**src/rtl/nrmc_pkg.sv**
```systemverilog
// Shared constants, types and helper functions for the RMC position parser.
`default_nettype none

package nrmc_pkg;

  localparam int MAX_LINE_DEF    = 127;
  localparam int FRAC_DIGITS_DEF = 5;

  localparam int BYTE_W  = 8;
  localparam int COORD_W = 35;
  localparam int MAG_W   = 34;
  localparam int X_W     = 24;   // rem * 40 + scaled fraction, below 2^24
  localparam int Q_W     = 19;

  localparam logic [7:0] CH_LF     = 8'h0A;
  localparam logic [7:0] CH_CR     = 8'h0D;
  localparam logic [7:0] CH_DOLLAR = 8'h24;
  localparam logic [7:0] CH_COMMA  = 8'h2C;
  localparam logic [7:0] CH_DOT    = 8'h2E;
  localparam logic [7:0] CH_ZERO   = 8'h30;
  localparam logic [7:0] CH_NINE   = 8'h39;
  localparam logic [7:0] CH_A      = 8'h41;
  localparam logic [7:0] CH_C      = 8'h43;
  localparam logic [7:0] CH_G      = 8'h47;
  localparam logic [7:0] CH_M      = 8'h4D;
  localparam logic [7:0] CH_N      = 8'h4E;
  localparam logic [7:0] CH_P      = 8'h50;
  localparam logic [7:0] CH_R      = 8'h52;
  localparam logic [7:0] CH_S      = 8'h53;
  localparam logic [7:0] CH_W      = 8'h57;

  localparam int         PREFIX_LEN  = 6;
  localparam logic [2:0] PREFIX_DONE = 3'd6;
  localparam logic [2:0] PREFIX_BAD  = 3'd7;
  localparam logic [2:0] POS_TALKER  = 3'd2;

  localparam logic [3:0] FLD_STATUS = 4'd2;
  localparam logic [3:0] FLD_LAT    = 4'd3;
  localparam logic [3:0] FLD_NS     = 4'd4;
  localparam logic [3:0] FLD_LON    = 4'd5;
  localparam logic [3:0] FLD_EW     = 4'd6;
  localparam logic [3:0] FLD_MIN    = 4'd6;
  localparam logic [3:0] FLD_SAT    = 4'd15;

  localparam logic [2:0] CNT_SAT   = 3'd7;
  localparam logic [2:0] CNT_SHORT = 3'd4;

  // Whole part kept as degrees and minutes; 99999 saturates to 999 / 99.
  localparam logic [9:0] DEG_MAX = 10'd999;
  localparam logic [6:0] REM_MAX = 7'd99;

  localparam longint unsigned E7           = 64'd10000000;
  localparam longint unsigned MIN_E7_DIV60 = 64'd166666;  // 1e7 = 60 * 166666 + 40
  localparam longint unsigned MIN_E7_REM60 = 64'd40;
  localparam longint unsigned RECIP60      = 64'd17895698; // ceil(2^30 / 60)
  localparam int              RECIP_SH     = 30;

  typedef enum logic [1:0] {
    PH_WHOLE,
    PH_FRAC,
    PH_STOP
  } phase_e;

  function automatic int unsigned pow10(input int n);
    int unsigned p;
    p = 1;
    for (int k = 0; k < n; k++) p = p * 10;
    return p;
  endfunction

  function automatic logic prefix_char_ok(input logic [2:0] pos, input logic [7:0] c);
    logic ok;
    case (pos)
      3'd0:    ok = (c == CH_DOLLAR);
      3'd1:    ok = (c == CH_G);
      3'd2:    ok = (c == CH_P) || (c == CH_N);
      3'd3:    ok = (c == CH_R);
      3'd4:    ok = (c == CH_M);
      default: ok = (c == CH_C);
    endcase
    return ok;
  endfunction

endpackage

`default_nettype wire

```
**src/rtl/nmea_rmc_position_parser_core.sv**
```systemverilog
// RMC sentence parser: per-byte field scanner and pipelined coordinate conversion.
//
//   channel | signals                                        | role
//   --------+------------------------------------------------+---------------------
//   in      | in_valid_i, in_stall_o, rx_byte_i               | one NMEA character
//   out     | out_valid_o, out_stall_i, latitude_e7_o,        | position of a valid
//           | longitude_e7_o, combined_talker_o              | RMC sentence
//
// One character is taken every cycle unless the input is stalled; the field scanner
// state is registered. A newline ending a matching sentence enters the conversion
// pipeline (constant scaling, reciprocal multiply for /60, sum and sign), and its
// result is registered at the output. Reset clears the line state and all valid
// bits. The input stalls only while every conversion stage and the output register
// hold items and the output is stalled.
`default_nettype none

module nmea_rmc_position_parser_core #(
  parameter int MAX_LINE    = nrmc_pkg::MAX_LINE_DEF,
  parameter int FRAC_DIGITS = nrmc_pkg::FRAC_DIGITS_DEF
) (
  input  logic                                clk_i,
  input  logic                                rst_ni,
  input  logic                                in_valid_i,
  output logic                                in_stall_o,
  input  logic        [nrmc_pkg::BYTE_W-1:0]  rx_byte_i,
  output logic                                out_valid_o,
  input  logic                                out_stall_i,
  output logic signed [nrmc_pkg::COORD_W-1:0] latitude_e7_o,
  output logic signed [nrmc_pkg::COORD_W-1:0] longitude_e7_o,
  output logic                                combined_talker_o
);
  import nrmc_pkg::*;

  localparam int LEN_W   = $clog2(MAX_LINE + 1);
  localparam int FRAC_W  = $clog2(10 ** FRAC_DIGITS);
  localparam int TAKEN_W = $clog2(FRAC_DIGITS + 1);
  localparam int PROD_W  = 2 * X_W + 1;

  // line state
  logic [LEN_W-1:0]   len_q, len_d;
  logic [3:0]         fld_q, fld_d;
  logic [2:0]         prefix_q, prefix_d;
  logic               talker_q, talker_d;
  logic               status_q, status_d;
  logic               fstart_q, fstart_d;
  logic [9:0]         deg_q[2], deg_d[2];
  logic [6:0]         rem_q[2], rem_d[2];
  logic [FRAC_W-1:0]  fsc_q[2], fsc_d[2];
  phase_e             phase_q[2], phase_d[2];
  logic [TAKEN_W-1:0] taken_q[2], taken_d[2];
  logic [2:0]         cnt_q[2], cnt_d[2];
  logic               neg_q[2], neg_d[2];

  // conversion pipeline
  logic              v1_q, v2_q, v3_q, out_v_q;
  logic              rdy1, rdy2, rdy3;
  logic              accept, push;
  logic [9:0]        s1_deg[2];
  logic [6:0]        s1_rem[2];
  logic [FRAC_W-1:0] s1_fsc[2];
  logic              s1_zero[2], s1_neg[2], s1_talk;
  logic [X_W-1:0]    s2_x[2];
  logic [MAG_W-1:0]  s2_a[2];
  logic              s2_zero[2], s2_neg[2], s2_talk;
  logic [Q_W-1:0]    s3_q[2];
  logic [MAG_W-1:0]  s3_a[2];
  logic              s3_zero[2], s3_neg[2], s3_talk;
  logic [COORD_W-1:0] res_d[2], res_q[2];
  logic              talk_q;

  assign rdy3       = !out_v_q || !out_stall_i;
  assign rdy2       = !v3_q || rdy3;
  assign rdy1       = !v2_q || rdy2;
  assign in_stall_o = v1_q && !rdy1;
  assign accept     = in_valid_i && !in_stall_o;

  // ---------------------------------------------------------------- scanner
  always_comb begin
    logic       is_dig;
    logic [3:0] dig;
    logic [9:0] t;
    logic [15:0] hp;
    logic [3:0] hi;
    logic [9:0] lo;
    logic [13:0] dn;
    logic [FRAC_W-1:0] wgt;
    logic [3:0] cfld;

    len_d    = len_q;
    fld_d    = fld_q;
    prefix_d = prefix_q;
    talker_d = talker_q;
    status_d = status_q;
    fstart_d = fstart_q;
    for (int i = 0; i < 2; i++) begin
      deg_d[i]   = deg_q[i];
      rem_d[i]   = rem_q[i];
      fsc_d[i]   = fsc_q[i];
      phase_d[i] = phase_q[i];
      taken_d[i] = taken_q[i];
      cnt_d[i]   = cnt_q[i];
      neg_d[i]   = neg_q[i];
    end
    push   = 1'b0;
    is_dig = (rx_byte_i >= CH_ZERO) && (rx_byte_i <= CH_NINE);
    dig    = 4'(rx_byte_i - CH_ZERO);
    t      = '0;
    hp     = '0;
    hi     = '0;
    lo     = '0;
    dn     = '0;
    wgt    = '0;
    cfld   = '0;

    if (accept) begin
      if (rx_byte_i == CH_LF) begin
        push     = (prefix_q == PREFIX_DONE) && (fld_q >= FLD_MIN) && status_q;
        len_d    = '0;
        fld_d    = '0;
        prefix_d = '0;
        talker_d = 1'b0;
        status_d = 1'b0;
        fstart_d = 1'b0;
        for (int i = 0; i < 2; i++) begin
          deg_d[i]   = '0;
          rem_d[i]   = '0;
          fsc_d[i]   = '0;
          phase_d[i] = PH_WHOLE;
          taken_d[i] = '0;
          cnt_d[i]   = '0;
          neg_d[i]   = 1'b0;
        end
      end else if (rx_byte_i != CH_CR && len_q < LEN_W'(MAX_LINE)) begin
        if (len_q < LEN_W'(PREFIX_LEN) && LEN_W'(prefix_q) == len_q) begin
          if (len_q[2:0] == POS_TALKER) talker_d = (rx_byte_i == CH_N);
          prefix_d = prefix_char_ok(len_q[2:0], rx_byte_i) ? prefix_q + 3'd1 : PREFIX_BAD;
        end
        len_d = len_q + LEN_W'(1);

        if (rx_byte_i == CH_COMMA) begin
          if (fld_q != FLD_SAT) fld_d = fld_q + 4'd1;
          fstart_d = 1'b1;
        end else begin
          if (fstart_q) begin
            if (fld_q == FLD_STATUS) status_d = (rx_byte_i == CH_A);
            if (fld_q == FLD_NS)     neg_d[0] = (rx_byte_i == CH_S);
            if (fld_q == FLD_EW)     neg_d[1] = (rx_byte_i == CH_W);
          end
          fstart_d = 1'b0;

          for (int i = 0; i < 2; i++) begin
            cfld = (i == 0) ? FLD_LAT : FLD_LON;
            // whole digit: whole*10+d split again into degrees and minutes
            t  = 10'(rem_q[i]) * 10'd10 + 10'(dig);
            hp = 16'(t) * 16'd41;
            hi = hp[15:12];
            lo = t - 10'(hi) * 10'd100;
            dn = 14'(deg_q[i]) * 14'd10 + 14'(hi);
            wgt = '0;
            for (int k = 0; k < FRAC_DIGITS; k++) begin
              if (taken_q[i] == TAKEN_W'(k)) wgt = FRAC_W'(pow10(FRAC_DIGITS - 1 - k));
            end
            if (fld_q == cfld) begin
              if (cnt_q[i] < CNT_SAT) cnt_d[i] = cnt_q[i] + 3'd1;
              case (phase_q[i])
                PH_WHOLE: begin
                  if (is_dig) begin
                    if (dn > 14'(DEG_MAX)) begin
                      deg_d[i] = DEG_MAX;
                      rem_d[i] = REM_MAX;
                    end else begin
                      deg_d[i] = dn[9:0];
                      rem_d[i] = lo[6:0];
                    end
                  end else begin
                    phase_d[i] = (rx_byte_i == CH_DOT) ? PH_FRAC : PH_STOP;
                  end
                end
                PH_FRAC: begin
                  if (is_dig) begin
                    if (taken_q[i] < TAKEN_W'(FRAC_DIGITS)) begin
                      // fraction kept already scaled to FRAC_DIGITS places
                      fsc_d[i]   = fsc_q[i] + FRAC_W'(dig) * wgt;
                      taken_d[i] = taken_q[i] + TAKEN_W'(1);
                    end
                  end else begin
                    phase_d[i] = PH_STOP;
                  end
                end
                default: ;
              endcase
            end
          end
        end
      end
    end
  end

  always_ff @(posedge clk_i or negedge rst_ni) begin
    if (!rst_ni) begin
      len_q    <= '0;
      fld_q    <= '0;
      prefix_q <= '0;
      talker_q <= 1'b0;
      status_q <= 1'b0;
      fstart_q <= 1'b0;
      for (int i = 0; i < 2; i++) begin
        deg_q[i]   <= '0;
        rem_q[i]   <= '0;
        fsc_q[i]   <= '0;
        phase_q[i] <= PH_WHOLE;
        taken_q[i] <= '0;
        cnt_q[i]   <= '0;
        neg_q[i]   <= 1'b0;
      end
    end else begin
      len_q    <= len_d;
      fld_q    <= fld_d;
      prefix_q <= prefix_d;
      talker_q <= talker_d;
      status_q <= status_d;
      fstart_q <= fstart_d;
      for (int i = 0; i < 2; i++) begin
        deg_q[i]   <= deg_d[i];
        rem_q[i]   <= rem_d[i];
        fsc_q[i]   <= fsc_d[i];
        phase_q[i] <= phase_d[i];
        taken_q[i] <= taken_d[i];
        cnt_q[i]   <= cnt_d[i];
        neg_q[i]   <= neg_d[i];
      end
    end
  end

  // ------------------------------------------------------- pipeline valids
  always_ff @(posedge clk_i or negedge rst_ni) begin
    if (!rst_ni) begin
      v1_q    <= 1'b0;
      v2_q    <= 1'b0;
      v3_q    <= 1'b0;
      out_v_q <= 1'b0;
    end else begin
      if (push)      v1_q <= 1'b1;
      else if (rdy1) v1_q <= 1'b0;
      if (rdy1) v2_q    <= v1_q;
      if (rdy2) v3_q    <= v2_q;
      if (rdy3) out_v_q <= v3_q;
    end
  end

  // -------------------------------------------------------- pipeline data
  always_comb begin
    logic [MAG_W-1:0] mag;
    for (int i = 0; i < 2; i++) begin
      mag = s3_a[i] + MAG_W'(s3_q[i]);
      if (s3_zero[i])     res_d[i] = '0;
      else if (s3_neg[i]) res_d[i] = -COORD_W'(mag);
      else                res_d[i] = COORD_W'(mag);
    end
  end

  always_ff @(posedge clk_i) begin
    logic [PROD_W-1:0] prod;
    if (push) begin
      for (int i = 0; i < 2; i++) begin
        s1_deg[i]  <= deg_q[i];
        s1_rem[i]  <= rem_q[i];
        s1_fsc[i]  <= fsc_q[i];
        s1_zero[i] <= (cnt_q[i] < CNT_SHORT);
        s1_neg[i]  <= neg_q[i];
      end
      s1_talk <= talker_q;
    end
    if (rdy1) begin
      // minutes * 1e7 / 60 = rem * 166666 + (rem * 40 + frac * 10^(7-F)) / 60
      for (int i = 0; i < 2; i++) begin
        s2_x[i]    <= X_W'(s1_rem[i]) * X_W'(MIN_E7_REM60)
                    + X_W'(s1_fsc[i]) * X_W'(pow10(7 - FRAC_DIGITS));
        s2_a[i]    <= MAG_W'(s1_deg[i]) * MAG_W'(E7)
                    + MAG_W'(s1_rem[i]) * MAG_W'(MIN_E7_DIV60);
        s2_zero[i] <= s1_zero[i];
        s2_neg[i]  <= s1_neg[i];
      end
      s2_talk <= s1_talk;
    end
    if (rdy2) begin
      for (int i = 0; i < 2; i++) begin
        prod       = PROD_W'(s2_x[i]) * PROD_W'(RECIP60);
        s3_q[i]    <= prod[RECIP_SH +: Q_W];
        s3_a[i]    <= s2_a[i];
        s3_zero[i] <= s2_zero[i];
        s3_neg[i]  <= s2_neg[i];
      end
      s3_talk <= s2_talk;
    end
    if (rdy3) begin
      res_q[0] <= res_d[0];
      res_q[1] <= res_d[1];
      talk_q   <= s3_talk;
    end
  end

  assign out_valid_o       = out_v_q;
  assign latitude_e7_o     = res_q[0];
  assign longitude_e7_o    = res_q[1];
  assign combined_talker_o = talk_q;

endmodule

`default_nettype wire
```
**config.mk**
```make
export PLATFORM = sky130hd
export DESIGN_NAME = nmea_rmc_position_parser_core
export DESIGN_NICKNAME = d
export VERILOG_FILES = /design/src/rtl/nrmc_pkg.sv /design/src/rtl/nmea_rmc_position_parser_core.sv
export SDC_FILE = /design/constraint.sdc
export NUM_CORES = 2
export LEC_CHECK = 0
export BUFFER_PORTS_ARGS = -buffer_cell sky130_fd_sc_hd__buf_2
export CAP_MARGIN = 20
export CORE_MARGIN = 4
export CORE_UTILIZATION = 25
export CTS_CLUSTER_DIAMETER = 80
export CTS_CLUSTER_SIZE = 16
export DETAILED_ROUTE_END_ITERATION = 16
export SLEW_MARGIN = 25
export SYNTH_ARGS = -nofsm -noshare
export SYNTH_HDL_FRONTEND = slang
export SYNTH_SLANG_ARGS = --single-unit
```
**constraint.sdc**
```tcl
create_clock -name clk_i -period 14.5 [get_ports clk_i]
set_input_delay 2.9 -clock clk_i [delete_from_list [all_inputs] [get_ports clk_i]]
set_output_delay 2.9 -clock clk_i [all_outputs]
set_load 0.01 [all_outputs]
```
==> key figures <==
Floorplan
  • Rows: 170
  • DIE HEIGHT: around 470 um
  • Core box area: 215000 um^2
  • Chip width: 473 um
  • Io pins: 85
  • Die area: 223000 um^2
  • Initial Utilization: 0.251

GRT
  • Largest net degree at the start of global routing: between 60 and 70
  • Grt ovf: 0
  • Initial antenna violation count: 11
  • Wire length of the first global-routing pass: 195 mm
  • GR Util All Layers: 0.104
  • Vias in the first global route: 38600

Timing
  • Worst Skew: 52.0 ps
  • Worst Slack Setup Final: 4680 ps
  • RSZ-0062 raised after global routing: false
  • Final setup TNS: 0 ps
  • Slew headroom: 0.383
  • Setup violations, final: 0
  • F_max: 102 MHz
  • Final period utilization: 0.677
  • Worst slew pin tran: 922 ps
  • Final Max Slew Viols: 0
  • Hold WS: 412 ps
  • Hold violation count in the final report: 0
  • Tmin final: a little under 10000 ps

Yosys
  • Netlist Area Pre-Place: 54000 um^2
  • Syn. warnings: 0
  • Async S/R FF share, synth: 0.225
  • Syn Nets: 6914
  • Syn Area/Cell: 9.87 um^2
  • Synthesized flop and latch total: 475
  • Synth top area cells: ha_1, edfxtp_1, fa_1
  • Sequential element share of the synthesized area: 0.254
  • Area leader, netlist: ha_1
  • Post-Syn Instances: 5472
  • Yosys cell types: 97
  • Area share of the largest cell type after synthesis: 0.257
  • Most used DFF post-synth: edfxtp_1
  • EDFF count, synth: roughly 370

Run status
  • Status: finished, final reports clean

Clock network
  • CTS tree: yes
  • Clk buf depth: 3
  • CTS clk-pin slew, worst paths: 70 ps
  • CTS Root Cell: clkbuf_16
  • Setup Buffers After CTS: 0
  • CTS Buf Count: 44
  • H-tree levels: 2
  • Post-cts repair resize count: 0
  • Hold_buf cts: 0
  • CTS sink cnt: 475
  • Clock latency on the worst-skew pair: 650 ps

Detailed routing
  • Drt wl/cell: 13.9 um
  • Drc violations: 0
  • Vias/cell: 4.54
  • Total Wirelength: 117 mm
  • DRT iter0 DRCs: approximately 1900
  • DRT Pass-1 Iters: 8
  • Routed Antenna Nets: 0
  • Vias: ~38000

Power
  • Pwr Density: 62.1 nW/um^2
  • Worst VDD drop: 0.0000781 V
  • Leak: 28.6 nW

Finish
  • Final Instance Count excl. Fillers: 8414
  • # nets final: 6988
  • Fraction of layout cells with a size suffix above 1: 0.0418
  • Most frequent cells in the layout: ha_1, inv_1, edfxtp_1
  • Commonest non-fill, non-tap cell in the layout: ha_1
  • Area growth syn-to-layout: 9.73%

Place
  • Dpl ws: between 4000 and 5000 ps
  • Placed Cells incl. Taps: between 8000 and 9000
  • Port Buf Inserts: 84
  • GPL Wtd Cong: 0.842
  • Post-DP HPWL: 95.8 mm

Critical path
  • Reg2reg start: rem_q[8]
  • Crit-path max FO: 26
  • R2r setup slk: roughly 6500 ps
  • FF-to-FF End: deg_q[13]
  • CP Launch Type: primary input
  • Worst setup EP type: flop
  • Register-to-Register Path Depth: 25
  • Worst Path Required: 15000 ps
  • Crit path to: deg_q[13]
  • Critical Path AT: 10320 ps
  • Crit Path Class: in2reg
  • Crit. Startpoint: rx_byte_i[2]

Flow run
  • Max-cap viol count: 0

Hold path
  • Worst hold path type: reg2reg
  • Hold depth: 0
==> worst min path at each step <==
stage | slack (ps) | to | startpoint
3_5_place_dp | 400 | s3_a[0][1] | s2_a[0][1]
4_1_cts | 410 | s3_a[0][52] | s2_a[0][52]
5_1_grt | 410 | s3_a[0][2] | s2_a[0][2]
3_3_place_gp | 400 | s3_a[0][61] | s2_a[0][61]
2_1_floorplan | 400 | combined_talker_o | s3_talk
6_report | 410 | s3_a[0][52] | s2_a[0][52]
==> cell type report <==
type / count / area (um^2)
Timing Repair Buffer: 102 / 558
Tap cell: 2838 / 3550
Multi-Input combinational cell: 4041 / 36700
Fill cell: 22400 / 156000
Clock inverter: 19 / 198
Antenna cell: 3 / 7.51
Clock buffer: 54 / 1160
Inverter: 882 / 3310
Sequential cell: 475 / 13700
==> per-stage QoR <==
step           power, mW  cell area (um^2)   util
2_1_floorplan       2.34             54000      -
3_3_place_gp        2.55             57900  0.269
3_5_place_dp        2.57             57900  0.269
4_1_cts             3.74             59200  0.276
5_1_grt             3.94             59200  0.276
6_report            3.68             59300  0.276
==> where the power goes <==
part / leakage (nW) / internal [mW] / total [mW] / switching [mW]
sequential: 5.34 / 1.49 / 1.54 / 0.0503
clock: 0.662 / 0.585 / 1.14 / 0.554
combinational: 22.6 / 0.441 / 1.00 / 0.561
==> routing by layer <==
metal,global-route usage,part of all wire,vias up
met1,0.144,0.49,18300
met5,0,0.00034,-
li1,-,-,19300
met2,0.172,0.45,532
met4,0.0259,0.022,6
met3,0.0133,0.036,136
==> cells by family after synthesis <==
kind of cell	synth area share
buffers and inverters	0.0666
multiplexers	0.00387
adder cells (fa/ha/maj)	0.376
flip-flops	0.254
AO/OA/AOI/OAI	0.122
XOR/XNOR	0.0688
AND/OR/NAND/NOR	0.108
==> cells in the mapped netlist (11+ instances only) <==
cell,count
a2111oi_0,18
a211o_1,12
a211oi_1,39
a21boi_0,25
a21o_1,96
a21oi_1,231
a22o_1,13
a31oi_1,32
and2_1,42
and3_1,46
clkbuf_1,67
dfrtp_1,107
edfxtp_1,368
fa_1,322
ha_1,1108
inv_1,881
mux2i_1,13
nand2_1,286
nand2b_1,40
nand3_1,96
nand3b_1,12
nand4_1,34
nor2_1,307
nor2b_1,38
nor3_1,121
nor3b_1,14
nor4_1,28
nor4b_1,13
o2111ai_1,16
o211ai_1,20
o21a_1,65
o21ai_0,208
o21bai_1,30
o311ai_0,11
o31ai_1,46
o41ai_1,21
or2_2,22
or3_1,31
xnor2_1,285
xor2_1,131
==> flip-flops by register name (all words and copies together) (netlist names), 3 cells and up <==
register	cells
cnt_q	6
deg_q	20
fld_q	4
fsc_q	34
len_q	7
phase_q	4
prefix_q	3
rem_q	14
res_q	70
s1_deg	20
s1_fsc	34
s1_rem	14
s2_a	66
s2_x	44
s3_a	66
s3_q	38
taken_q	6
==> worst max-delay path, stage by stage <==
cell and delay [ps]:
buf_2 480, ha_1 340, a21o_1 160, a21oi_1 240, nor3_1 90, xnor2_1 580
ha_1 350, ha_1 310, inv_1 40, o21bai_1 140, ha_1 250, ha_1 300
o2111ai_1 110, o31ai_1 490, a21oi_1 170, xnor2_1 350, ha_1 270, fa_1 340
o21ai_0 220, a2111oi_0 480, a211oi_1 90, a311o_1 300, a2111oi_2 560, o21ai_0 190
buf_4 230, o41ai_1 320
Note: power is estimated with default switching activity, not from simulation.
